--- config.mk ---
export PLATFORM = sky130hd
export DESIGN_NAME = lattice_neighbor_enumerator_flat
export DESIGN_NICKNAME = d
export VERILOG_FILES = /design/src/design/lne_pkg.sv /design/src/design/lne_site_if.sv /design/src/design/lne_nbr_if.sv /design/src/design/lne_cfg_if.sv /design/src/design/lne_div.sv /design/src/design/lattice_neighbor_enumerator.sv /design/src/flat_wrapper.sv
export SDC_FILE = /design/constraint.sdc
export NUM_CORES = 2
export LEC_CHECK = 0
export BUFFER_PORTS_ARGS = -buffer_cell sky130_fd_sc_hd__buf_2
export CAP_MARGIN = 10
export CORE_ASPECT_RATIO = 0.5
export CORE_MARGIN = 5
export CORE_UTILIZATION = 55
export CTS_CLUSTER_SIZE = 25
export DETAILED_ROUTE_END_ITERATION = 16
export PLACE_DENSITY_LB_ADDON = 0.12
export SLEW_MARGIN = 30
export SYNTH_ARGS = -nofsm -noshare
export SYNTH_HDL_FRONTEND = slang
export SYNTH_SLANG_ARGS = --single-unit
export TNS_END_PERCENT = 10
--- constraint.sdc ---
create_clock -name i_clk -period 23.4 [get_ports i_clk]
set_clock_uncertainty 0.2 [all_clocks]
set_input_delay 3.51 -clock i_clk [delete_from_list [all_inputs] [get_ports i_clk]]
set_output_delay 3.51 -clock i_clk [all_outputs]
set_load 0.05 [all_outputs]
--- src/design/lne_pkg.sv ---
// Types and constants of the lattice neighbor enumerator.
package lne_pkg;

    localparam int SITE_W     = 24;
    localparam int NUM_W      = 5;
    localparam int CFG_IDX_W  = 2;
    localparam int CFG_DATA_W = 9;
    localparam int HOP_W      = 2;
    localparam int SHELL_N    = 32;
    localparam int FACE_N     = 6;

    typedef enum logic [CFG_IDX_W-1:0] {
        REG_X_SIZE    = 2'd0,
        REG_Y_SIZE    = 2'd1,
        REG_Z_SIZE    = 2'd2,
        REG_HOP_RANGE = 2'd3
    } t_cfg_reg;

    localparam logic [HOP_W-1:0] HOP_EXT = 2'd2;

    localparam int X_RST   = 16;
    localparam int Y_RST   = 16;
    localparam int Z_RST   = 1;
    localparam logic [HOP_W-1:0] HOP_RST = 2'd1;

    typedef struct packed {
        logic signed [2:0] dx;
        logic signed [2:0] dy;
        logic signed [2:0] dz;
    } t_ofs;

    // Extended shell: west side, east side, below, above, south/north axial.
    localparam t_ofs SHELL_TAB [SHELL_N] = '{
        '{-3'sd1,  3'sd0,  3'sd0}, '{-3'sd1, -3'sd1,  3'sd0},
        '{-3'sd1, -3'sd1, -3'sd1}, '{-3'sd1, -3'sd1,  3'sd1},
        '{-3'sd1,  3'sd1,  3'sd0}, '{-3'sd1,  3'sd1, -3'sd1},
        '{-3'sd1,  3'sd1,  3'sd1}, '{-3'sd1,  3'sd0, -3'sd1},
        '{-3'sd1,  3'sd0,  3'sd1}, '{-3'sd2,  3'sd0,  3'sd0},
        '{ 3'sd1,  3'sd0,  3'sd0}, '{ 3'sd1, -3'sd1,  3'sd0},
        '{ 3'sd1, -3'sd1, -3'sd1}, '{ 3'sd1, -3'sd1,  3'sd1},
        '{ 3'sd1,  3'sd1,  3'sd0}, '{ 3'sd1,  3'sd1, -3'sd1},
        '{ 3'sd1,  3'sd1,  3'sd1}, '{ 3'sd1,  3'sd0, -3'sd1},
        '{ 3'sd1,  3'sd0,  3'sd1}, '{ 3'sd2,  3'sd0,  3'sd0},
        '{ 3'sd0,  3'sd0, -3'sd1}, '{ 3'sd0, -3'sd1, -3'sd1},
        '{ 3'sd0,  3'sd1, -3'sd1}, '{ 3'sd0,  3'sd0, -3'sd2},
        '{ 3'sd0,  3'sd0,  3'sd1}, '{ 3'sd0, -3'sd1,  3'sd1},
        '{ 3'sd0,  3'sd1,  3'sd1}, '{ 3'sd0,  3'sd0,  3'sd2},
        '{ 3'sd0, -3'sd1,  3'sd0}, '{ 3'sd0, -3'sd2,  3'sd0},
        '{ 3'sd0,  3'sd1,  3'sd0}, '{ 3'sd0,  3'sd2,  3'sd0}
    };

    // Face neighbors; the last two entries pad the table to a power of two.
    localparam t_ofs FACE_TAB [8] = '{
        '{-3'sd1,  3'sd0,  3'sd0}, '{ 3'sd1,  3'sd0,  3'sd0},
        '{ 3'sd0, -3'sd1,  3'sd0}, '{ 3'sd0,  3'sd1,  3'sd0},
        '{ 3'sd0,  3'sd0, -3'sd1}, '{ 3'sd0,  3'sd0,  3'sd1},
        '{ 3'sd0,  3'sd0,  3'sd0}, '{ 3'sd0,  3'sd0,  3'sd0}
    };

endpackage

--- src/design/lne_site_if.sv ---
// Input channel: one site index per item.
interface lne_site_if;
    import lne_pkg::*;
    logic              valid;
    logic              ready;
    logic [SITE_W-1:0] site_index;
    modport source (output valid, output site_index, input ready);
    modport sink   (input valid, input site_index, output ready);
endinterface

--- src/design/lne_nbr_if.sv ---
// Output channel: one neighbor per item.
interface lne_nbr_if;
    import lne_pkg::*;
    logic              valid;
    logic              ready;
    logic [SITE_W-1:0] neighbor_site;
    logic [NUM_W-1:0]  neighbor_number;
    logic              last;
    logic              bad_site;
    modport source (output valid, output neighbor_site, output neighbor_number,
                    output last, output bad_site, input ready);
    modport sink   (input valid, input neighbor_site, input neighbor_number,
                    input last, input bad_site, output ready);
endinterface

--- src/design/lne_cfg_if.sv ---
// Configuration write channel.
interface lne_cfg_if;
    import lne_pkg::*;
    logic                  valid;
    logic                  ready;
    logic [CFG_IDX_W-1:0]  index;
    logic [CFG_DATA_W-1:0] data;
    modport source (output valid, output index, output data, input ready);
    modport sink   (input valid, input index, input data, output ready);
endinterface

--- src/design/lne_div.sv ---
// Pipelined restoring divider, STEP quotient bits per stage, with sideband.
module lne_div #(
    parameter int DW   = 24,
    parameter int VW   = 9,
    parameter int SW   = 1,
    parameter int STEP = 4
) (
    input  logic          i_clk,
    input  logic          i_rst_n,
    input  logic          i_en,
    input  logic          i_valid,
    input  logic [DW-1:0] i_num,
    input  logic [VW-1:0] i_den,
    input  logic [SW-1:0] i_side,
    output logic          o_valid,
    output logic [DW-1:0] o_quo,
    output logic [VW-1:0] o_rem,
    output logic [SW-1:0] o_side
);
    localparam int NST = (DW + STEP - 1) / STEP;
    localparam int PW  = NST * STEP;

    logic          r_v    [NST];
    logic [PW-1:0] r_num  [NST];
    logic [VW-1:0] r_rem  [NST];
    logic [VW-1:0] r_den  [NST];
    logic [SW-1:0] r_side [NST];

    for (genvar k = 0; k < NST; k++) begin : g_st
        logic          v_in;
        logic [PW-1:0] num_in;
        logic [VW-1:0] rem_in;
        logic [VW-1:0] den_in;
        logic [SW-1:0] side_in;
        logic [PW-1:0] n_num;
        logic [VW-1:0] n_rem;

        if (k == 0) begin : g_head
            assign v_in    = i_valid;
            assign num_in  = PW'(i_num);
            assign rem_in  = '0;
            assign den_in  = i_den;
            assign side_in = i_side;
        end else begin : g_body
            assign v_in    = r_v[k-1];
            assign num_in  = r_num[k-1];
            assign rem_in  = r_rem[k-1];
            assign den_in  = r_den[k-1];
            assign side_in = r_side[k-1];
        end

        always_comb begin
            logic [VW:0]   rem;
            logic [PW-1:0] num;
            rem = {1'b0, rem_in};
            num = num_in;
            for (int j = 0; j < STEP; j++) begin
                rem = {rem[VW-1:0], num[PW-1]};
                num = {num[PW-2:0], 1'b0};
                if (rem >= {1'b0, den_in}) begin
                    rem    = rem - {1'b0, den_in};
                    num[0] = 1'b1;
                end
            end
            n_rem = rem[VW-1:0];
            n_num = num;
        end

        always_ff @(posedge i_clk) begin
            if (!i_rst_n) begin
                r_v[k] <= 1'b0;
            end else if (i_en) begin
                r_v[k] <= v_in;
            end
        end

        always_ff @(posedge i_clk) begin
            if (i_en) begin
                r_num[k]  <= n_num;
                r_rem[k]  <= n_rem;
                r_den[k]  <= den_in;
                r_side[k] <= side_in;
            end
        end
    end

    assign o_valid = r_v[NST-1];
    assign o_quo   = r_num[NST-1][DW-1:0];
    assign o_rem   = r_rem[NST-1];
    assign o_side  = r_side[NST-1];
endmodule

--- src/design/lattice_neighbor_enumerator.sv ---
// Lattice neighbor enumerator: site index to in-bounds neighbor indices.
// Pipeline: two 6-stage dividers, bounds check, mask build, emitter load, three output
//   stages.
// Throughput: one result per cycle unless the output stalls; an item holds the emitter until
//   its last result is issued (0..32 results per item), and the next item waits for it.
// Reset: synchronous, active low; sizes return to 16 x 16 x 1, range 1, pipeline empty.
module lattice_neighbor_enumerator #(
    parameter int MAX_SIDE = 256
) (
    input  logic       i_clk,
    input  logic       i_rst_n,
    lne_site_if.sink   i_site,
    lne_nbr_if.source  o_nbr,
    lne_cfg_if.sink    i_cfg
);
    import lne_pkg::*;

    localparam int SW    = $clog2(MAX_SIDE + 1);   // size register width
    localparam int CW    = $clog2(MAX_SIDE);       // coordinate width
    localparam int AW    = 2 * SW;
    localparam int VOLW  = 3 * SW;
    localparam int CMPW  = VOLW + SITE_W;
    localparam int ZYW   = CW + SW + 1;
    localparam int PRW   = SW + ZYW + 1;
    localparam int CMAX  = CW + 3;
    localparam int XR    = (X_RST > MAX_SIDE) ? MAX_SIDE : X_RST;
    localparam int YR    = (Y_RST > MAX_SIDE) ? MAX_SIDE : Y_RST;
    localparam int ZR    = (Z_RST > MAX_SIDE) ? MAX_SIDE : Z_RST;

    // ---------------- configuration ----------------
    logic [SW-1:0]    r_x_size, r_y_size, r_z_size;
    logic [HOP_W-1:0] r_hop;
    logic [AW-1:0]    r_area;
    logic [VOLW-1:0]  r_vol;
    logic [SW-1:0]    n_side;
    logic             hop_ext;

    assign i_cfg.ready = 1'b1;
    assign hop_ext     = (r_hop == HOP_EXT);

    // Sizes saturate into 1..MAX_SIDE when written.
    always_comb begin
        if (i_cfg.data == '0) begin
            n_side = SW'(1);
        end else if (int'(i_cfg.data) > MAX_SIDE) begin
            n_side = SW'(MAX_SIDE);
        end else begin
            n_side = SW'(i_cfg.data);
        end
    end

    always_ff @(posedge i_clk) begin
        if (!i_rst_n) begin
            r_x_size <= SW'(XR);
            r_y_size <= SW'(YR);
            r_z_size <= SW'(ZR);
            r_hop    <= HOP_RST;
        end else if (i_cfg.valid) begin
            case (t_cfg_reg'(i_cfg.index))
                REG_X_SIZE:    r_x_size <= n_side;
                REG_Y_SIZE:    r_y_size <= n_side;
                REG_Z_SIZE:    r_z_size <= n_side;
                REG_HOP_RANGE: r_hop    <= i_cfg.data[HOP_W-1:0];
                default:       r_hop    <= r_hop;
            endcase
        end
    end

    // Volume is registered from the area, which is registered from the sizes.
    always_ff @(posedge i_clk) begin
        r_area <= r_x_size * r_y_size;
        r_vol  <= VOLW'(r_area) * VOLW'(r_z_size);
    end

    // ---------------- front pipeline: coordinates ----------------
    logic en_f;   // front stages advance
    logic en_b;   // back stages advance

    logic              d1_v;
    logic [SITE_W-1:0] d1_q;
    logic [SW-1:0]     d1_r;
    logic [SITE_W-1:0] d1_site;

    assign i_site.ready = en_f;

    // s / X gives x as remainder
    lne_div #(.DW(SITE_W), .VW(SW), .SW(SITE_W), .STEP(4)) u_div_x (
        .i_clk   (i_clk),
        .i_rst_n (i_rst_n),
        .i_en    (en_f),
        .i_valid (i_site.valid),
        .i_num   (i_site.site_index),
        .i_den   (r_x_size),
        .i_side  (i_site.site_index),
        .o_valid (d1_v),
        .o_quo   (d1_q),
        .o_rem   (d1_r),
        .o_side  (d1_site)
    );

    logic                 d2_v;
    logic [SITE_W-1:0]    d2_q;
    logic [SW-1:0]        d2_r;
    logic [SITE_W+CW-1:0] d2_side;

    // (s / X) / Y gives z, remainder y
    lne_div #(.DW(SITE_W), .VW(SW), .SW(SITE_W + CW), .STEP(4)) u_div_y (
        .i_clk   (i_clk),
        .i_rst_n (i_rst_n),
        .i_en    (en_f),
        .i_valid (d1_v),
        .i_num   (d1_q),
        .i_den   (r_y_size),
        .i_side  ({d1_site, d1_r[CW-1:0]}),
        .o_valid (d2_v),
        .o_quo   (d2_q),
        .o_rem   (d2_r),
        .o_side  (d2_side)
    );

    // Stage C: bounds check against the volume.
    logic          r_c_v, r_c_bad;
    logic [CW-1:0] r_c_x, r_c_y, r_c_z;

    always_ff @(posedge i_clk) begin
        if (!i_rst_n) begin
            r_c_v <= 1'b0;
        end else if (en_f) begin
            r_c_v <= d2_v;
        end
    end

    always_ff @(posedge i_clk) begin
        if (en_f) begin
            r_c_bad <= CMPW'(d2_side[SITE_W+CW-1:CW]) >= CMPW'(r_vol);
            r_c_x   <= d2_side[CW-1:0];
            r_c_y   <= d2_r[CW-1:0];
            r_c_z   <= d2_q[CW-1:0];
        end
    end

    // Stage M: in-bounds mask over the candidate list, in emission order.
    function automatic logic inb(logic [CW-1:0] c, logic signed [2:0] o, logic [SW-1:0] n);
        logic signed [CMAX-1:0] p;
        logic signed [CMAX-1:0] lim;
        p   = $signed(CMAX'(c)) + CMAX'(o);
        lim = $signed(CMAX'(n));
        return (p >= 0) && (p < lim);
    endfunction

    logic [SHELL_N-1:0] n_mask;

    always_comb begin
        n_mask = '0;
        if (hop_ext) begin
            for (int k = 0; k < SHELL_N; k++) begin
                n_mask[k] = inb(r_c_x, SHELL_TAB[k].dx, r_x_size)
                          & inb(r_c_y, SHELL_TAB[k].dy, r_y_size)
                          & inb(r_c_z, SHELL_TAB[k].dz, r_z_size);
            end
        end else begin
            for (int k = 0; k < FACE_N; k++) begin
                n_mask[k] = inb(r_c_x, FACE_TAB[k].dx, r_x_size)
                          & inb(r_c_y, FACE_TAB[k].dy, r_y_size)
                          & inb(r_c_z, FACE_TAB[k].dz, r_z_size);
            end
        end
    end

    logic               r_m_v, r_m_bad;
    logic [SHELL_N-1:0] r_m_mask;
    logic [CW-1:0]      r_m_x, r_m_y, r_m_z;

    always_ff @(posedge i_clk) begin
        if (!i_rst_n) begin
            r_m_v <= 1'b0;
        end else if (en_f) begin
            r_m_v <= r_c_v;
        end
    end

    always_ff @(posedge i_clk) begin
        if (en_f) begin
            r_m_bad  <= r_c_bad;
            r_m_mask <= r_c_bad ? '0 : n_mask;
            r_m_x    <= r_c_x;
            r_m_y    <= r_c_y;
            r_m_z    <= r_c_z;
        end
    end

    // ---------------- emitter: one neighbor per cycle while the output is not stalled ----------------
    logic               r_busy, r_bad;
    logic [SHELL_N-1:0] r_mask;
    logic [CW-1:0]      r_x, r_y, r_z;
    logic [NUM_W-1:0]   r_num;
    logic [NUM_W-1:0]   sel;
    logic [SHELL_N-1:0] rest;
    logic               pick_last;
    logic               adv_e;
    logic               load_ok;
    t_ofs               ofs;

    // lowest pending candidate
    always_comb begin
        sel = '0;
        for (int k = SHELL_N - 1; k >= 0; k--) begin
            if (r_mask[k]) begin
                sel = NUM_W'(k);
            end
        end
        rest      = r_mask & ~(SHELL_N'(1) << sel);
        pick_last = r_bad || (rest == '0);
        ofs       = hop_ext ? SHELL_TAB[sel] : FACE_TAB[sel[2:0]];
    end

    assign adv_e   = r_busy && en_b;
    assign load_ok = !r_busy || (adv_e && pick_last);
    assign en_f    = !r_m_v || load_ok;

    always_ff @(posedge i_clk) begin
        if (!i_rst_n) begin
            r_busy <= 1'b0;
        end else if (r_m_v && load_ok) begin
            // an item without neighbors is dropped here
            r_busy <= r_m_bad || (r_m_mask != '0);
        end else if (adv_e && pick_last) begin
            r_busy <= 1'b0;
        end
    end

    always_ff @(posedge i_clk) begin
        if (r_m_v && load_ok) begin
            r_mask <= r_m_mask;
            r_bad  <= r_m_bad;
            r_x    <= r_m_x;
            r_y    <= r_m_y;
            r_z    <= r_m_z;
            r_num  <= '0;
        end else if (adv_e) begin
            r_mask <= rest;
            r_num  <= r_num + NUM_W'(1);
        end
    end

    // ---------------- back pipeline: linear index ----------------
    logic             r_e1_v, r_e1_last, r_e1_bad;
    logic [CW-1:0]    r_e1_x, r_e1_y, r_e1_z;
    logic [NUM_W-1:0] r_e1_num;

    logic             r_e2_v, r_e2_last, r_e2_bad;
    logic [ZYW-1:0]   r_e2_zy;
    logic [CW-1:0]    r_e2_x;
    logic [NUM_W-1:0] r_e2_num;

    logic              r_o_v, r_o_last, r_o_bad;
    logic [SITE_W-1:0] r_o_site;
    logic [NUM_W-1:0]  r_o_num;
    logic [PRW-1:0]    n_site;

    assign en_b = !r_o_v || o_nbr.ready;

    always_ff @(posedge i_clk) begin
        if (!i_rst_n) begin
            r_e1_v <= 1'b0;
            r_e2_v <= 1'b0;
            r_o_v  <= 1'b0;
        end else if (en_b) begin
            r_e1_v <= r_busy;
            r_e2_v <= r_e1_v;
            r_o_v  <= r_e2_v;
        end
    end

    assign n_site = PRW'(r_x_size) * PRW'(r_e2_zy) + PRW'(r_e2_x);

    always_ff @(posedge i_clk) begin
        if (en_b) begin
            r_e1_x    <= CW'($signed({2'b00, r_x}) + (CW + 2)'(ofs.dx));
            r_e1_y    <= CW'($signed({2'b00, r_y}) + (CW + 2)'(ofs.dy));
            r_e1_z    <= CW'($signed({2'b00, r_z}) + (CW + 2)'(ofs.dz));
            r_e1_num  <= r_num;
            r_e1_last <= pick_last;
            r_e1_bad  <= r_bad;

            r_e2_zy   <= ZYW'(r_e1_z) * ZYW'(r_y_size) + ZYW'(r_e1_y);
            r_e2_x    <= r_e1_x;
            r_e2_num  <= r_e1_num;
            r_e2_last <= r_e1_last;
            r_e2_bad  <= r_e1_bad;

            r_o_site  <= r_e2_bad ? '0 : n_site[SITE_W-1:0];
            r_o_num   <= r_e2_bad ? '0 : r_e2_num;
            r_o_last  <= r_e2_last;
            r_o_bad   <= r_e2_bad;
        end
    end

    assign o_nbr.valid           = r_o_v;
    assign o_nbr.neighbor_site   = r_o_site;
    assign o_nbr.neighbor_number = r_o_num;
    assign o_nbr.last            = r_o_last;
    assign o_nbr.bad_site        = r_o_bad;
endmodule

--- src/flat_wrapper.sv ---
// flat-port wrapper written by rule: the top's interface ports become plain ports
module lattice_neighbor_enumerator_flat import lne_pkg::*;
#(
    parameter int MAX_SIDE = 256
)
  (i_clk, i_rst_n, i_site_valid, i_site_site_index, i_site_ready, o_nbr_valid, o_nbr_neighbor_site, o_nbr_neighbor_number, o_nbr_last, o_nbr_bad_site, o_nbr_ready, i_cfg_valid, i_cfg_index, i_cfg_data, i_cfg_ready);
  lne_site_if i_site_i ();
  lne_nbr_if o_nbr_i ();
  lne_cfg_if i_cfg_i ();
  input  logic i_clk;
  input  logic i_rst_n;
  input wire logic [$bits(i_site_i.valid)-1:0] i_site_valid;
  input wire logic [$bits(i_site_i.site_index)-1:0] i_site_site_index;
  output wire logic [$bits(i_site_i.ready)-1:0] i_site_ready;
  output wire logic [$bits(o_nbr_i.valid)-1:0] o_nbr_valid;
  output wire logic [$bits(o_nbr_i.neighbor_site)-1:0] o_nbr_neighbor_site;
  output wire logic [$bits(o_nbr_i.neighbor_number)-1:0] o_nbr_neighbor_number;
  output wire logic [$bits(o_nbr_i.last)-1:0] o_nbr_last;
  output wire logic [$bits(o_nbr_i.bad_site)-1:0] o_nbr_bad_site;
  input wire logic [$bits(o_nbr_i.ready)-1:0] o_nbr_ready;
  input wire logic [$bits(i_cfg_i.valid)-1:0] i_cfg_valid;
  input wire logic [$bits(i_cfg_i.index)-1:0] i_cfg_index;
  input wire logic [$bits(i_cfg_i.data)-1:0] i_cfg_data;
  output wire logic [$bits(i_cfg_i.ready)-1:0] i_cfg_ready;
  assign i_site_i.valid = i_site_valid;
  assign i_site_i.site_index = i_site_site_index;
  assign i_site_ready = i_site_i.ready;
  assign o_nbr_valid = o_nbr_i.valid;
  assign o_nbr_neighbor_site = o_nbr_i.neighbor_site;
  assign o_nbr_neighbor_number = o_nbr_i.neighbor_number;
  assign o_nbr_last = o_nbr_i.last;
  assign o_nbr_bad_site = o_nbr_i.bad_site;
  assign o_nbr_i.ready = o_nbr_ready;
  assign i_cfg_i.valid = i_cfg_valid;
  assign i_cfg_i.index = i_cfg_index;
  assign i_cfg_i.data = i_cfg_data;
  assign i_cfg_ready = i_cfg_i.ready;
  lattice_neighbor_enumerator #(.MAX_SIDE(MAX_SIDE)) u_core (.i_clk(i_clk), .i_rst_n(i_rst_n), .i_site(i_site_i), .o_nbr(o_nbr_i), .i_cfg(i_cfg_i));
endmodule
==> results.toml <==
[status]
run_status = "finished clean"

[route]
drt.antenna.violating_nets = 0
drt_iter0_markers = 3815
vias = 50000
viasPerCell = 5.75
finalWirelength_microns = 176000
drt-pass1-iter-count = 8
drc = 0
wire_per_inst_microns = 20.2

[logic_synthesis]
avgSynthCellArea_sq_um = 10.9
syn-cell-area_sq_um = 73800
syn_nets = 7963
synth_cell_types = 89
async_flop_share_pct = 0
ys_seq_area_share_pct = 40.3
synth_ff_type = "edfxtp_1"
ys_ff_latch = 1019
synth-edff-count = 932
synth_warnings = 0
syn_inst = 6758

[global_route]
busiest_layer = "met2"
globalRouteMet3Util_pct = 3.28
grt_overflow = 0
grt_max_degree = 158
grt_usage_pct = 24.9
grt_pass1_vias = 50700
grt_use_met1_pct = 37.2
met2_usage_pct = 39.0
antenna_found_initial = 8
grt_pass1_wl_microns = 280000

[placement]
dp_hpwl_microns = 134000
portBuffers = 72
finalWeightedCongestion = 0.923

[clock_tree]
cts_tree = "yes"
clk_path_buf_depth = 3
cts_max_level = 3
ctsHoldBuffers = 0
numCtsBuffers = 93
cts_sinks = 1019
post-cts-setup-buffers = 0
path_clk_slew_ps = 60
insertion_delay_ps = 730
cts_resized = 0
cts_root_buf = "clkbuf_16"

[critical_path]
crit_end = "u_core.u_div_x.r_rem[4][8]"
worstSetupEndpointType = "flop"
worstSetupPathType = "flop to flop"
critPathMaxFanout = 17
start_kind = "flop"
r2r_slack_ps = 12660
required_ps = 23640
crit_arrival_ps = 10980
cpMostUsedCell = "nor2_1"
reg2reg_from = "u_core.u_div_x.r_den[3][1]"
r2r-end = "u_core.u_div_x.r_rem[4][8]"
startpoint = "u_core.u_div_x.r_den[3][1]"
reg2reg_depth = 37
cp_slowest_cell = "or4_1"
cpPeakStageDelay_ps = 740

[timing]
tightestPinTransition_ps = 1070
fin_tns_setup_ps = 0
fin_crit_ps = 10740
maxSlewViolCount = 0
relSlewSlack_pct = 28.5
min_period_over_period_pct = 45.9
setup_viol = 0
rsz0062_at_grt = "no"
fmax_mhz = 93.1
hold_violations = 0

[final_layout]
multi_input_area_sq_um = 40500
synthToLayoutAreaGrowth_pct = 7.40
fin_nets = 8026
drive_above_1_share_pct = 8.45
nFillCells = 11000
seq_area_sq_um = 29700

[floorplan]
die_area_sq_um = 142000
start_util_pct = 55.2
die_h_microns = 269
ios = 74
core_area_sq_um = 134000
num_rows = 95
die_w_microns = 528

[run]
cap_viol_max_count = 0

[worst_hold_path]
hp-class = "flop to flop"
-- routing by layer --
metal  routed length (microns)  up-vias  part of all wire (%)
li1                          -    23700                     -
met1                     85200    24700                    48
met2                     77500     1312                    44
met3                      9760      230                   5.5
met4                      3440        0                   2.0
met5                         0        -                     0
-- flip-flops by register name, summed over array words and instances, names as in the netlist, 9 cells and up --
signal and count:
u_core.u_div_x.r_num 91, u_core.u_div_x.r_side 137, u_core.u_div_x.r_rem 53, u_core.r_area 18
u_core.o_nbr.neighbor_site 24, u_core.u_div_y.r_rem 53, u_core.u_div_x.r_den 45, u_core.u_div_y.r_side 192
u_core.r_y_size 9, u_core.r_vol 27, u_core.r_mask 32, u_core.r_x_size 9
u_core.r_m_mask 32, u_core.r_e2_zy 18, u_core.u_div_y.r_num 72, u_core.r_z_size 9
u_core.u_div_y.r_den 45
-- metrics by stage --
step	worst slack [ps]	util [%]	cells	hold slack, ps	cell area, sq um
finish	12660	59.3	8691	195	79200
global route	11870	59.3	8690	202	79200
CTS	12750	59.2	8690	176	79200
detailed placement	11990	57.0	8520	205	76200
global placement	11850	57.0	8520	201	76200
floorplan	4720	-	6758	200	73800
-- cells in the final DEF (no fill, tap or decap), drive strengths merged, types with 37 or more instances in the layout --
cell    Yosys  final
mux2      233    233
edfxtp    932    932
o21bai     56     56
ha        788    788
nor4       37     37
xor2      158    158
nand4     101    101
a21oi     341    341
o21ai     257    257
a21boi     67     67
mux2i      52     52
clkbuf    138    111
o21a       50     50
buf        30    136
nor2b     125    125
nor2      362    362
and2      205    205
nor3       86     86
fa        377    377
nand2     578    578
a21o      203    203
nand3      50     50
inv       764    780
xnor2     274    274
dfxtp      87     87
nand2b     87     87
-- synth_stat cells, types with 13 or more instances --
| master | instances | share of area, % |
|---|---|---|
| a31oi_1 | 14 | 0.12 |
| a211oi_1 | 28 | 0.28 |
| a21oi_1 | 341 | 2.3 |
| xnor2_1 | 274 | 3.3 |
| o21ai_0 | 253 | 1.7 |
| o211ai_1 | 24 | 0.24 |
| ha_1 | 788 | 13 |
| o31ai_1 | 18 | 0.18 |
| o21bai_1 | 56 | 0.57 |
| and3_1 | 14 | 0.12 |
| inv_1 | 761 | 3.9 |
| dfxtp_1 | 87 | 2.4 |
| or2_2 | 26 | 0.22 |
| a211o_1 | 16 | 0.19 |
| nor2_1 | 355 | 1.8 |
| buf_2 | 13 | 0.088 |
| or3_1 | 26 | 0.22 |
| nor4_1 | 34 | 0.29 |
| fa_1 | 377 | 10 |
| a21o_1 | 203 | 2.1 |
| edfxtp_1 | 932 | 38 |
| nor3_1 | 86 | 0.58 |
| nand4_1 | 100 | 0.85 |
| mux2i_1 | 51 | 0.69 |
| clkbuf_1 | 138 | 0.70 |
| o22ai_1 | 15 | 0.13 |
| nand2_1 | 576 | 2.9 |
| and2_1 | 205 | 1.7 |
| nand3_1 | 49 | 0.33 |
| xor2_1 | 158 | 1.9 |
| nor2b_1 | 124 | 1.1 |
| mux2_2 | 225 | 3.4 |
| a21boi_0 | 67 | 0.68 |
| nand2b_1 | 87 | 0.74 |
| o31a_1 | 14 | 0.17 |
| o21a_1 | 50 | 0.51 |
-- final cells by class --
type / instances / area share (%)
repair buffers: 136 / 1.09
clock inverters: 59 / 0.755
flip-flops and latches: 1019 / 37.5
clock buffers: 111 / 3.02
multi-input cells: 4805 / 51.1
inverters: 766 / 3.64
well taps: 1794 / 2.83
diodes: 1 / 0.00316
-- worst min-delay path by stage --
stage               slack (ps)                        start  cells after the start                           to
global placement           200   u_core.u_div_x.r_num[3][4]                      0   u_core.u_div_x.r_num[4][8]
CTS                        180  u_core.u_div_x.r_side[3][8]                      0  u_core.u_div_x.r_side[4][8]
detailed placement         200              u_core.r_e1_bad                      0              u_core.r_e2_bad
global route               200  u_core.u_div_x.r_side[3][8]                      0  u_core.u_div_x.r_side[4][8]
floorplan                  200             u_core.r_e2_last                      0            u_core.o_nbr.last
finish                     190  u_core.u_div_x.r_side[3][8]                      0  u_core.u_div_x.r_side[4][8]
-- cells by family after synthesis --
logic type      count (synthesis)  synth area share, %
compound gates               1184                 10.4
xor+xnor                      432                 5.13
fa+ha+maj                    1165                 23.6
buf+inv                       934                 4.83
flops                        1019                 40.3
mux                           285                 4.28
other cells                     1              0.00508
simple gates                 1738                 11.5
-- critical path: cells and delay by family, from the launching register on --
kind	cells	cell delay [ps]
AO/OA/AOI/OAI	17	3810
AND/OR/NAND/NOR	11	2830
adder cells (fa/ha/maj)	4	1660
multiplexers	3	1050
flip-flops	1	450
buffers and inverters	2	440
Power is not shown: default switching activity piles up to over one toggle a cycle in this logic, so the estimate is an artifact.
